[config.mk]
export PLATFORM = sky130hd
export DESIGN_NAME = utf8_bounded_scalar_counter_core
export DESIGN_NICKNAME = d
export VERILOG_FILES = /design/src/rtl/u8bc_pkg.sv /design/src/rtl/u8bc_front.sv /design/src/rtl/u8bc_back.sv /design/src/rtl/utf8_bounded_scalar_counter_core.sv
export SDC_FILE = /design/constraint.sdc
export NUM_CORES = 1
export LEC_CHECK = 0
export ABC_AREA = 1
export BUFFER_PORTS_ARGS = -buffer_cell sky130_fd_sc_hd__buf_2
export CAP_MARGIN = 20
export CORE_ASPECT_RATIO = 1.25
export CORE_MARGIN = 3
export CORE_UTILIZATION = 37
export DETAILED_ROUTE_END_ITERATION = 12
export PLACE_DENSITY = 0.68
export SYNTH_ARGS = -nofsm -noshare
export SYNTH_HDL_FRONTEND = slang
export SYNTH_SLANG_ARGS = --single-unit
[constraint.sdc]
create_clock -name i_clk -period 3.58 [get_ports i_clk]
set_clock_uncertainty 0.1 [all_clocks]
set_input_delay 0.358 -clock i_clk [delete_from_list [all_inputs] [get_ports i_clk]]
set_output_delay 0.358 -clock i_clk [all_outputs]
set_load 0.1 [all_outputs]
[src/rtl/u8bc_pkg.sv]
// ----------------------------------------------------------------------------
// u8bc_pkg
// Shared types, constants and helper functions for the UTF-8 scalar counter.
// ----------------------------------------------------------------------------
package u8bc_pkg;

    localparam int COUNT_WIDTH_DEF = 12;
    localparam int REG_W           = 12;
    localparam int BYTE_W          = 8;
    localparam int APB_ADDR_W      = 3;
    localparam int APB_DATA_W      = 32;
    localparam int S_TDATA_W       = 8;
    localparam int M_TDATA_W       = 16;
    localparam int M_TUSER_W       = 2;
    localparam int Q_DEPTH         = 2;

    localparam logic [REG_W-1:0] MIN_RESET = REG_W'(1);
    localparam logic [REG_W-1:0] MAX_RESET = REG_W'(64);

    localparam logic [BYTE_W-1:0] B_ASCII_MAX  = 8'h7F;
    localparam logic [BYTE_W-1:0] B_LEAD2_LO   = 8'hC2;
    localparam logic [BYTE_W-1:0] B_LEAD2_HI   = 8'hDF;
    localparam logic [BYTE_W-1:0] B_LEAD3_LO   = 8'hE0;
    localparam logic [BYTE_W-1:0] B_LEAD3_HI   = 8'hEF;
    localparam logic [BYTE_W-1:0] B_LEAD4_LO   = 8'hF0;
    localparam logic [BYTE_W-1:0] B_LEAD4_HI   = 8'hF4;
    localparam logic [BYTE_W-1:0] B_CONT_MASK  = 8'hC0;
    localparam logic [BYTE_W-1:0] B_CONT_PAT   = 8'h80;
    localparam logic [BYTE_W-1:0] B_LIM_A0     = 8'hA0;
    localparam logic [BYTE_W-1:0] B_LEAD_ED    = 8'hED;
    localparam logic [BYTE_W-1:0] B_LIM_90     = 8'h90;

    typedef enum logic [2:0] {
        CLS_NONE,
        CLS_ASCII,
        CLS_LEAD,
        CLS_CONT,
        CLS_BAD
    } t_cls;

    typedef enum logic [2:0] {
        RULE_NONE,
        RULE_MIN_A0,
        RULE_BELOW_A0,
        RULE_MIN_90,
        RULE_BELOW_90
    } t_rule;

    typedef enum logic {
        REG_MIN_SCALARS = 1'b0,
        REG_MAX_SCALARS = 1'b1
    } t_reg_idx;

    // one classified byte as it travels from front to back
    typedef struct packed {
        t_cls       cls;
        logic [1:0] pend;
        t_rule      rule;
        logic       ge_a0;
        logic       ge_90;
        logic       last;
    } t_item;

    function automatic t_item classify(logic [BYTE_W-1:0] b, logic no_byte, logic last);
        t_item it;
        it.last  = last;
        it.ge_a0 = (b >= B_LIM_A0);
        it.ge_90 = (b >= B_LIM_90);
        it.pend  = 2'd0;
        it.rule  = RULE_NONE;
        it.cls   = CLS_BAD;
        if (no_byte) begin
            it.cls = CLS_NONE;
        end else if (b <= B_ASCII_MAX) begin
            it.cls = CLS_ASCII;
        end else if ((b & B_CONT_MASK) == B_CONT_PAT) begin
            it.cls = CLS_CONT;
        end else if (b >= B_LEAD2_LO && b <= B_LEAD2_HI) begin
            it.cls  = CLS_LEAD;
            it.pend = 2'd1;
        end else if (b >= B_LEAD3_LO && b <= B_LEAD3_HI) begin
            it.cls  = CLS_LEAD;
            it.pend = 2'd2;
            if (b == B_LEAD3_LO) begin
                it.rule = RULE_MIN_A0;
            end else if (b == B_LEAD_ED) begin
                it.rule = RULE_BELOW_A0;
            end
        end else if (b >= B_LEAD4_LO && b <= B_LEAD4_HI) begin
            it.cls  = CLS_LEAD;
            it.pend = 2'd3;
            if (b == B_LEAD4_LO) begin
                it.rule = RULE_MIN_90;
            end else if (b == B_LEAD4_HI) begin
                it.rule = RULE_BELOW_90;
            end
        end
        return it;
    endfunction

    function automatic logic rule_ok(t_rule r, logic ge_a0, logic ge_90);
        logic ok;
        case (r)
            RULE_MIN_A0:   ok = ge_a0;
            RULE_BELOW_A0: ok = !ge_a0;
            RULE_MIN_90:   ok = ge_90;
            RULE_BELOW_90: ok = !ge_90;
            default:       ok = 1'b1;
        endcase
        return ok;
    endfunction

endpackage

[src/rtl/u8bc_front.sv]
// ----------------------------------------------------------------------------
// u8bc_front
// Accepts input transactions, classifies each byte and queues the result
// for the back end.
// ----------------------------------------------------------------------------
module u8bc_front (
    input  logic                          i_clk,
    input  logic                          i_rst_n,
    input  logic                          i_s_tvalid,
    output logic                          o_s_tready,
    input  logic [u8bc_pkg::S_TDATA_W-1:0] i_s_tdata,  // [7:0] text_byte
    input  logic                          i_s_tuser,  // [0] no_byte
    input  logic                          i_s_tlast,
    output logic                          o_q_valid,
    output u8bc_pkg::t_item               o_q_item,
    input  logic                          i_q_pop
);
    import u8bc_pkg::*;

    localparam int PTR_W = (Q_DEPTH > 1) ? $clog2(Q_DEPTH) : 1;
    localparam int CNT_W = $clog2(Q_DEPTH + 1);

    t_item              r_q [Q_DEPTH];
    logic [PTR_W-1:0]   r_wp;
    logic [PTR_W-1:0]   r_rp;
    logic [CNT_W-1:0]   r_cnt;
    logic               push;
    logic               pop;

    assign o_s_tready = (r_cnt != CNT_W'(Q_DEPTH));
    assign push       = i_s_tvalid && o_s_tready;
    assign o_q_valid  = (r_cnt != '0);
    assign pop        = i_q_pop && o_q_valid;
    assign o_q_item   = r_q[r_rp];

    function automatic logic [PTR_W-1:0] ptr_inc(logic [PTR_W-1:0] p);
        return (p == PTR_W'(Q_DEPTH - 1)) ? '0 : p + PTR_W'(1);
    endfunction

    always_ff @(posedge i_clk) begin
        if (push) begin
            r_q[r_wp] <= classify(i_s_tdata, i_s_tuser, i_s_tlast);
        end
    end

    always_ff @(posedge i_clk) begin
        if (!i_rst_n) begin
            r_wp  <= '0;
            r_rp  <= '0;
            r_cnt <= '0;
        end else begin
            if (push) begin
                r_wp <= ptr_inc(r_wp);
            end
            if (pop) begin
                r_rp <= ptr_inc(r_rp);
            end
            if (push && !pop) begin
                r_cnt <= r_cnt + CNT_W'(1);
            end else if (pop && !push) begin
                r_cnt <= r_cnt - CNT_W'(1);
            end
        end
    end

endmodule

[src/rtl/u8bc_back.sv]
// ----------------------------------------------------------------------------
// u8bc_back
// Runs the UTF-8 sequence checker and scalar counter on classified bytes and
// holds the end-of-string report in an output register.
// ----------------------------------------------------------------------------
module u8bc_back #(
    parameter int COUNT_WIDTH = u8bc_pkg::COUNT_WIDTH_DEF
) (
    input  logic                           i_clk,
    input  logic                           i_rst_n,
    input  logic                           i_q_valid,
    input  u8bc_pkg::t_item                i_q_item,
    output logic                           o_q_pop,
    input  logic [u8bc_pkg::REG_W-1:0]     i_min_scalars,
    input  logic [u8bc_pkg::REG_W-1:0]     i_max_scalars,
    output logic                           o_m_tvalid,
    input  logic                           i_m_tready,
    output logic [u8bc_pkg::M_TDATA_W-1:0] o_m_tdata,  // [11:0] scalar_count
    output logic [u8bc_pkg::M_TUSER_W-1:0] o_m_tuser   // [0] well_formed, [1] in_bounds
);
    import u8bc_pkg::*;

    localparam int CMP_W = (COUNT_WIDTH > REG_W) ? COUNT_WIDTH : REG_W;

    logic [1:0]             r_pend;
    t_rule                  r_rule;
    logic                   r_err;
    logic [COUNT_WIDTH-1:0] r_count;

    logic [1:0]             n_pend;
    t_rule                  n_rule;
    logic                   n_err;
    logic [COUNT_WIDTH-1:0] n_count;
    logic                   bump;

    logic                   r_out_valid;
    logic [REG_W-1:0]       r_out_count;
    logic                   r_out_wf;
    logic                   r_out_inb;

    logic                   fin_wf;
    logic                   fin_inb;
    logic [CMP_W-1:0]       count_ext;

    // a last item may only go when the output slot is free or draining
    assign o_q_pop = i_q_valid && (!i_q_item.last || !r_out_valid || i_m_tready);

    always_comb begin
        n_pend = r_pend;
        n_rule = r_rule;
        n_err  = r_err;
        bump   = 1'b0;
        if (i_q_item.cls != CLS_NONE && !r_err) begin
            if (r_pend == 2'd0) begin
                case (i_q_item.cls)
                    CLS_ASCII: bump = 1'b1;
                    CLS_LEAD: begin
                        n_pend = i_q_item.pend;
                        n_rule = i_q_item.rule;
                    end
                    default:   n_err = 1'b1;
                endcase
            end else if (i_q_item.cls == CLS_CONT &&
                         rule_ok(r_rule, i_q_item.ge_a0, i_q_item.ge_90)) begin
                n_rule = RULE_NONE;
                n_pend = r_pend - 2'd1;
                bump   = (r_pend == 2'd1);
            end else begin
                n_err = 1'b1;
            end
        end
        n_count = (bump && r_count != {COUNT_WIDTH{1'b1}}) ?
                  r_count + COUNT_WIDTH'(1) : r_count;
    end

    // open sequence at the end of the string counts as an error
    assign count_ext = CMP_W'(n_count);
    assign fin_wf    = !n_err && (n_pend == 2'd0);
    assign fin_inb   = fin_wf && (count_ext >= CMP_W'(i_min_scalars)) &&
                       (count_ext <= CMP_W'(i_max_scalars));

    always_ff @(posedge i_clk) begin
        if (!i_rst_n) begin
            r_pend  <= 2'd0;
            r_rule  <= RULE_NONE;
            r_err   <= 1'b0;
            r_count <= '0;
        end else if (o_q_pop) begin
            if (i_q_item.last) begin
                r_pend  <= 2'd0;
                r_rule  <= RULE_NONE;
                r_err   <= 1'b0;
                r_count <= '0;
            end else begin
                r_pend  <= n_pend;
                r_rule  <= n_rule;
                r_err   <= n_err;
                r_count <= n_count;
            end
        end
    end

    always_ff @(posedge i_clk) begin
        if (!i_rst_n) begin
            r_out_valid <= 1'b0;
        end else if (o_q_pop && i_q_item.last) begin
            r_out_valid <= 1'b1;
        end else if (i_m_tready) begin
            r_out_valid <= 1'b0;
        end
    end

    always_ff @(posedge i_clk) begin
        if (o_q_pop && i_q_item.last) begin
            r_out_count <= count_ext[REG_W-1:0];
            r_out_wf    <= fin_wf;
            r_out_inb   <= fin_inb;
        end
    end

    assign o_m_tvalid = r_out_valid;
    assign o_m_tdata  = M_TDATA_W'(r_out_count);
    assign o_m_tuser  = {r_out_inb, r_out_wf};

endmodule

[src/rtl/utf8_bounded_scalar_counter_core.sv]
// ----------------------------------------------------------------------------
// utf8_bounded_scalar_counter_core
// Strict UTF-8 checker with saturating scalar count and a bounds check,
// reported once per string on the item marked last.
// ----------------------------------------------------------------------------
//  channel   | direction | payload
//  s_axis    | in        | tdata[7:0] text_byte, tuser[0] no_byte, tlast last
//  m_axis    | out       | tdata[11:0] scalar_count, tuser[0] well_formed,
//            |           | tuser[1] in_bounds
//  apb       | in/out    | 0x0 min_scalars, 0x4 max_scalars (12 bits each)
//
//  One byte per cycle sustained while no last item waits on a stalled report;
//  the checker state update in the back end is the only per-byte loop.
//  A last transaction is queued, and its report is registered when it is popped.
//  A two-entry queue separates input and back end; an output stall holds
//  only last items, plain bytes keep draining into the checker.
//  Synchronous reset clears queue, checker state and the output valid;
//  no clearing pass.
// ----------------------------------------------------------------------------
module utf8_bounded_scalar_counter_core #(
    parameter int COUNT_WIDTH = u8bc_pkg::COUNT_WIDTH_DEF
) (
    input  logic                            i_clk,
    input  logic                            i_rst_n,
    input  logic                            i_s_tvalid,
    output logic                            o_s_tready,
    input  logic [u8bc_pkg::S_TDATA_W-1:0]  i_s_tdata,  // [7:0] text_byte
    input  logic                            i_s_tuser,  // [0] no_byte
    input  logic                            i_s_tlast,
    output logic                            o_m_tvalid,
    input  logic                            i_m_tready,
    output logic [u8bc_pkg::M_TDATA_W-1:0]  o_m_tdata,  // [11:0] scalar_count
    output logic [u8bc_pkg::M_TUSER_W-1:0]  o_m_tuser,  // [0] well_formed, [1] in_bounds
    input  logic                            psel,
    input  logic                            penable,
    input  logic                            pwrite,
    input  logic [u8bc_pkg::APB_ADDR_W-1:0] paddr,
    input  logic [u8bc_pkg::APB_DATA_W-1:0] pwdata,
    output logic [u8bc_pkg::APB_DATA_W-1:0] prdata,
    output logic                            pready
);
    import u8bc_pkg::*;

    logic [REG_W-1:0] r_min_scalars;
    logic [REG_W-1:0] r_max_scalars;
    t_reg_idx         reg_idx;
    logic             reg_wr;

    logic             q_valid;
    t_item            q_item;
    logic             q_pop;

    // register index sits above the byte offset
    assign reg_idx = t_reg_idx'(paddr[APB_ADDR_W-1]);
    assign reg_wr  = psel && penable && pwrite && pready;
    assign pready  = 1'b1;

    always_ff @(posedge i_clk) begin
        if (!i_rst_n) begin
            r_min_scalars <= MIN_RESET;
            r_max_scalars <= MAX_RESET;
        end else if (reg_wr) begin
            case (reg_idx)
                REG_MIN_SCALARS: r_min_scalars <= pwdata[REG_W-1:0];
                REG_MAX_SCALARS: r_max_scalars <= pwdata[REG_W-1:0];
                default: ;
            endcase
        end
    end

    always_comb begin
        case (reg_idx)
            REG_MIN_SCALARS: prdata = APB_DATA_W'(r_min_scalars);
            REG_MAX_SCALARS: prdata = APB_DATA_W'(r_max_scalars);
            default:         prdata = '0;
        endcase
    end

    u8bc_front u_front (
        .i_clk      (i_clk),
        .i_rst_n    (i_rst_n),
        .i_s_tvalid (i_s_tvalid),
        .o_s_tready (o_s_tready),
        .i_s_tdata  (i_s_tdata),
        .i_s_tuser  (i_s_tuser),
        .i_s_tlast  (i_s_tlast),
        .o_q_valid  (q_valid),
        .o_q_item   (q_item),
        .i_q_pop    (q_pop)
    );

    u8bc_back #(
        .COUNT_WIDTH (COUNT_WIDTH)
    ) u_back (
        .i_clk         (i_clk),
        .i_rst_n       (i_rst_n),
        .i_q_valid     (q_valid),
        .i_q_item      (q_item),
        .o_q_pop       (q_pop),
        .i_min_scalars (r_min_scalars),
        .i_max_scalars (r_max_scalars),
        .o_m_tvalid    (o_m_tvalid),
        .i_m_tready    (i_m_tready),
        .o_m_tdata     (o_m_tdata),
        .o_m_tuser     (o_m_tuser)
    );

endmodule

==> Word level (Yosys, flattened, before mapping) <==
Memory sizes are Yosys's and may differ from the RTL's. A register that Yosys moved wholly into a read port is not among the register bits.
Index checks and enable logic that the tools add are counted.
{ "classes": {"reduce_logical": 39, "div": 0, "eq_ne": 16, "n_mul": 0, "addsub": 6, "magnitude_cmp": 11, "n_bitwise": 1, "muxes": 51, "shifts": 0} }
{ "ops": {"columns": ["cell", "n"], "rows": [
  ["$pmux 32 s2", 1],
  ["$ge 8x8->1 const B", 5],
  ["$mux 3", 13],
  ["$eq 8x8->1 const B", 4],
  ["$mux 5", 5],
  ["$le 8x8->1 const B", 3],
  ["$mux 12", 2],
  ["$mux 1", 19],
  ["$logic_and 1x1->1", 17],
  ["$mux 2", 8],
  ["$mux 8", 2],
  ["$add 12x1->12 const B", 1],
  ["$eq 3x2->1 const B", 4],
  ["$ge 12x12->1", 1],
  ["$le 12x12->1", 1],
  ["$ne 12x12->1 const B", 1],
  ["$le 8x7->1 const B", 1],
  ["$logic_not 1->1", 8],
  ["$reduce_bool 2->1", 4],
  ["$eq 3x1->1 const B", 2],
  ["$reduce_bool 3->1", 2],
  ["$logic_not 2->1", 2],
  ["$pmux 1 s4", 1],
  ["$reduce_and 2->1", 2],
  ["12 further kinds", 15]
]} }
{ "word_totals": {"out_inout_bits": 53, "romBits": 0, "register_bits": 61, "latchBits": 0, "mem_count": 1, "mem_bits_rw": 22, "inputBits": 52} }
{ "memory_table": {"columns": ["name", "depth", "word_bits", "read_ports", "rd_clocked_by_memory_dff", "write_ports", "line_no", "rtl"], "rows": [
  ["u_front.r_q", 2, 11, 1, 1, 1, "u8bc_front.sv:23", "t_item r_q [Q_DEPTH];"]
]} }

==> Logic depth before layout (Yosys ltp) <==
{ "depth": {"depth_word": 13, "ltp_mapped": 22} }

==> Cells and area by module <==
From an unflattened synthesis, not the netlist that was laid out.
{ "hier_totals": {"cells_unflattened": 683, "hier_area_um2": 5398.9} }
{ "modules_own_cells": {"columns": ["mod", "area_per_inst_um2", "n_inst", "cells_per_inst"], "rows": [
  ["u8bc_back", 2837.7, 1, 366],
  ["utf8_bounded_scalar_counter_core", 1347.5, 1, 207],
  ["u8bc_front", 1213.7, 1, 110]
]} }

==> Least setup slack after synthesis <==
Ideal clock, no wire load.
{ "synth_timing": {"path_kind": "input -> output", "from": "in paddr[2] (netlist bit)", "to": "out prdata[10] (netlist bit)", "setup_slack_ps": 470, "path_stages": 2, "arrival_time_ps": 2652, "required_time_ps": 3122, "cell_sequence": "clkbuf_1 -> o21ai_0"} }
{ "synth_via": {"elab_chain_len": 2} }
{ "synth_rtl": {"columns": ["element", "line_no", "rtl"], "rows": [
  ["start, declared", "utf8_bounded_scalar_counter_core.sv:37", "input logic [u8bc_pkg::APB_ADDR_W-1:0] paddr,"],
  ["$not 1->1 (no source line)", null, null],
  ["$pmux 32 s2 *", "utf8_bounded_scalar_counter_core.sv:72", "case (reg_idx)"],
  ["end, declared", "utf8_bounded_scalar_counter_core.sv:39", "output logic [u8bc_pkg::APB_DATA_W-1:0] prdata,"]
]} }
Every way passes the cells marked *; elsewhere a longest branch is shown, timed or not. The select of a mux whose other input is x is not followed.

==> Worst setup path after layout <==
{ "layout_timing": {"from": "reg u_back.r_count[1]", "to": "reg u_back.r_out_inb (data pin)"} }
{ "layout_via": {"elab_chain_len": 6, "word_cells_on_any_way": 8, "classes_between": "add/sub (1); order compare (2); eq/ne (1); mux (1); reduce/logical (3)"} }
{ "layout_rtl": {"columns": ["element", "line_no", "rtl"], "rows": [
  ["start, declared", "u8bc_back.sv:28", "logic [COUNT_WIDTH-1:0] r_count;"],
  ["start signal, assigned", "u8bc_back.sv:98", "r_count <= n_count;"],
  ["branches (longest 2 deep; another with $add 12x1->12)", null, null],
  ["$mux 12 *", "u8bc_back.sv:72", "n_count = (bump && r_count != {COUNT_WIDTH{1'b1}}) ?"],
  ["named net u_back.count_ext[9]", "u8bc_back.sv:43", "logic [CMP_W-1:0] count_ext;"],
  ["$ge 12x12->1", "u8bc_back.sv:79", "assign fin_inb = fin_wf && (count_ext >= CMP_W'(i_min_scalars)) &&"],
  ["$logic_and 1x1->1", "u8bc_back.sv:79", null],
  ["$logic_and 1x1->1 *", "u8bc_back.sv:79", null],
  ["named net u_back.fin_inb", "u8bc_back.sv:42", "logic fin_inb;"],
  ["end signal, assigned", "u8bc_back.sv:117", "r_out_inb <= fin_inb;"],
  ["end, declared", "u8bc_back.sv:39", "logic r_out_inb;"]
]} }
Mark *: on every way through the listed nets, which the timed path passes.
A chain may end at the register's enable or synchronous reset.

==> results_dict.tcl <==
set metrics [dict create \
    cp.required_ns 3.57 \
    yosysWarnings 0 \
    layout_common_cells "nand2_1, inv_1, a21oi_1" \
    htreeDepth 3 \
    start_util 0.383 \
    power_density_nw_per_um2 917 \
    grt_max_degree 32 \
    n_fill_cell 1335 \
    final_common_cell "nand2_1" \
    ios 105 \
    combPwrFrac 0.543 \
    min_period_over_period 0.898 \
    ctsHoldBuffers 0 \
    cts_setup_buffers 0 \
    synth-edff-count 36 \
    fp.dieW_um 109 \
    max_cap_violations 0 \
    critPathLaunchType "register" \
    drcViolationCount 0 \
    vias_per_cell 4.78 \
    synth-async-reset-ratio 0 \
    drt-total-wl_mm 10.3 \
    dr.pass1.iters 4 \
    maxSlewHeadroom 0.342 \
    r2r_slack_ns 0.37 \
    timing.hold.ws_ns 0.121 \
    fin_nets 765 \
    synth_seq_cells 84 \
    cts_tree "yes" \
    die_area_um2 14700 \
    finalHoldViolCount 0 \
    swShare 0.497 \
    critPathKind "register to register" \
    io_buffers 57 \
    critPathMaxFanout 13 \
    clock_latency_ns 0.34 \
    grt_pass1_vias 3640 \
    antenna_cells 0 \
    arrival_ns 3.20 \
    cts_made_buffers 9 \
    p_clk_frac 0.188 \
    clkSinkCount 84 \
    rows 46 \
    synthToLayoutAreaGrowth_pct 12.0 \
    yosysSeqAreaShare 0.415 \
    path_clk_slew_ns 0.06 \
    syn_area_um2 4920 \
    tns_ns 0 \
    gp_congestion 0.843 \
    power.switching_w 0.00251 \
    antenna_left 0 \
    cts.path.max_buffers 2 \
    irDropWorstVdd_mv 0.692 \
    p_leak_nw 2.48 \
    syn_inst 638 \
    dp_hpwl_mm 7.77 \
    coreArea_um2 12800 \
    grt_setup_unrepaired "false" \
    grt.total_usage 0.145 \
    antenna_found_initial 0 \
    hp-class "primary input to register" \
    finalMaxSlewViolations 0 \
    wl_per_cell_um 11.9 \
    synth.avg_cell_area_um2 7.71 \
    num_vias 4101 \
    post_route_cells_drive_above_1_share 0.143 \
    internal-power_w 0.00254 \
    fmax_ghz 0.311 \
    crit_path_end_kind "register" \
    root_buffer "clkbuf_16" \
    grt_overflow 0 \
    drtIter0Drc 212 \
    grt_pass1_wl_mm 16.9 \
    synth.distinct_cells 40 \
    power_frac_seq 0.269 \
    setup_viol 0 \
    fin_crit_ns 3.21 \
    worst_pin_slew_ns 0.984 \
    run_status "completed" \
    synthFlopType "dfxtp_1" \
    die_y_um 135 \
]
[flip-flops by register name (all words and copies together), names as in the netlist, named ones only]
name,count
u_front.r_q,22
r_max_scalars,12
r_min_scalars,12
u_back.r_count,12
u_back.r_out_count,12
u_back.r_rule,3
u_back.r_pend,2
u_front.r_cnt,2
u_back.o_m_tvalid,1
u_back.r_err,1
u_back.r_out_inb,1
u_back.r_out_wf,1
u_front.r_rp,1
u_front.r_wp,1
[kinds of logic after synthesis]
| logic type | synth area share |
|---|---|
| adders and majority gates | 0.0713 |
| other | 0.00153 |
| and+or+nand+nor | 0.230 |
| xor gates and xnor gates | 0.0125 |
| AOI/OAI and AO/OA | 0.132 |
| buffers and inverters | 0.137 |
| DFF | 0.415 |
[worst paths after layout]
kind,startpoint,endpoint,cells after the start
min,i_s_tlast,u_front.r_q[1][0],1
min reg2reg,u_front.r_rp,u_front.r_rp,1
max reg2reg,u_back.r_count[1],u_back.r_out_inb,16
max,u_back.r_count[1],u_back.r_out_inb,16
[final cells by class]
| cell class | count | area, um^2 | area share |
|---|---|---|---|
| Clock buffer | 12 | 258 | 0.0468 |
| Inverter | 95 | 357 | 0.0648 |
| Timing Repair Buffer | 59 | 300 | 0.0545 |
| Multi-Input combinational cell | 436 | 2290 | 0.416 |
| Clock inverter | 4 | 47.5 | 0.00863 |
| Tap cell | 168 | 210 | 0.0382 |
| Sequential cell | 84 | 2040 | 0.371 |
[per-layer routing]
layer / track usage / up-vias / wire length [um]
met5: 0 / - / 0
met4: 0.0723 / 0 / 299
met3: 0.0230 / 18 / 541
met2: 0.246 / 98 / 4970
met1: 0.177 / 1847 / 4440
li1: - / 2138 / -
[worst max-delay path, cell delays in order (launching register included)]
cell	delay [ns]
dfxtp_1	0.38
ha_1	0.23
nand2_1	0.09
nor2_2	0.18
nand4_1	0.14
or2_4	0.33
nand3_4	0.18
nand2_1	0.09
nand2_1	0.07
inv_1	0.09
ha_1	0.30
a21oi_1	0.14
nor2_1	0.05
a211oi_1	0.22
nand4_1	0.18
nand4_1	0.15
nor2_1	0.05
[per-stage QoR]
stage	cell area [um^2]	setup slack [ns]	cells	util	total power, W
6_report	5510	0.366	858	0.429	0.00505
3_5_place_dp	5200	0.297	842	0.405	0.00414
5_1_grt	5510	0.0296	858	0.429	0.00548
4_1_cts	5500	0.275	858	0.429	0.00510
3_3_place_gp	5200	0.321	842	0.405	0.00410
2_1_floorplan	5000	0.470	661	-	0.00366
[synthesized netlist by cell type, drive strengths merged, types with 2 or more instances]
cell type	count	area, um^2
nand4	21	131
conb	2	7.51
and2	2	12.5
nand3	30	168
xor2	6	52.6
ha	28	350
nor3	11	60.1
dfxtp	48	961
nand2	143	557
o21ai	53	284
inv	94	353
clkbuf	11	41.3
nor2	46	183
a211oi	2	15.0
edfxtp	36	1080
buf	35	274
a21oi	59	295
[power by group through the flow]
stage	Combinational, W	Sequential (W)	Clock, W
after global routing	0.00309	0.00138	0.00102
after CTS	0.00277	0.00136	0.000969
after floorplan	0.00186	0.00180	0
after detailed placement	0.00276	0.00138	0
final	0.00274	0.00136	0.000949
after global placement	0.00272	0.00138	0
[what timing repair did]
item	in CTS	in global routing
gates resized for setup	0	2
setup endpoints to repair	0	1
endpoints found under the hold margin	0	0
(Power assumes the default switching activity.)
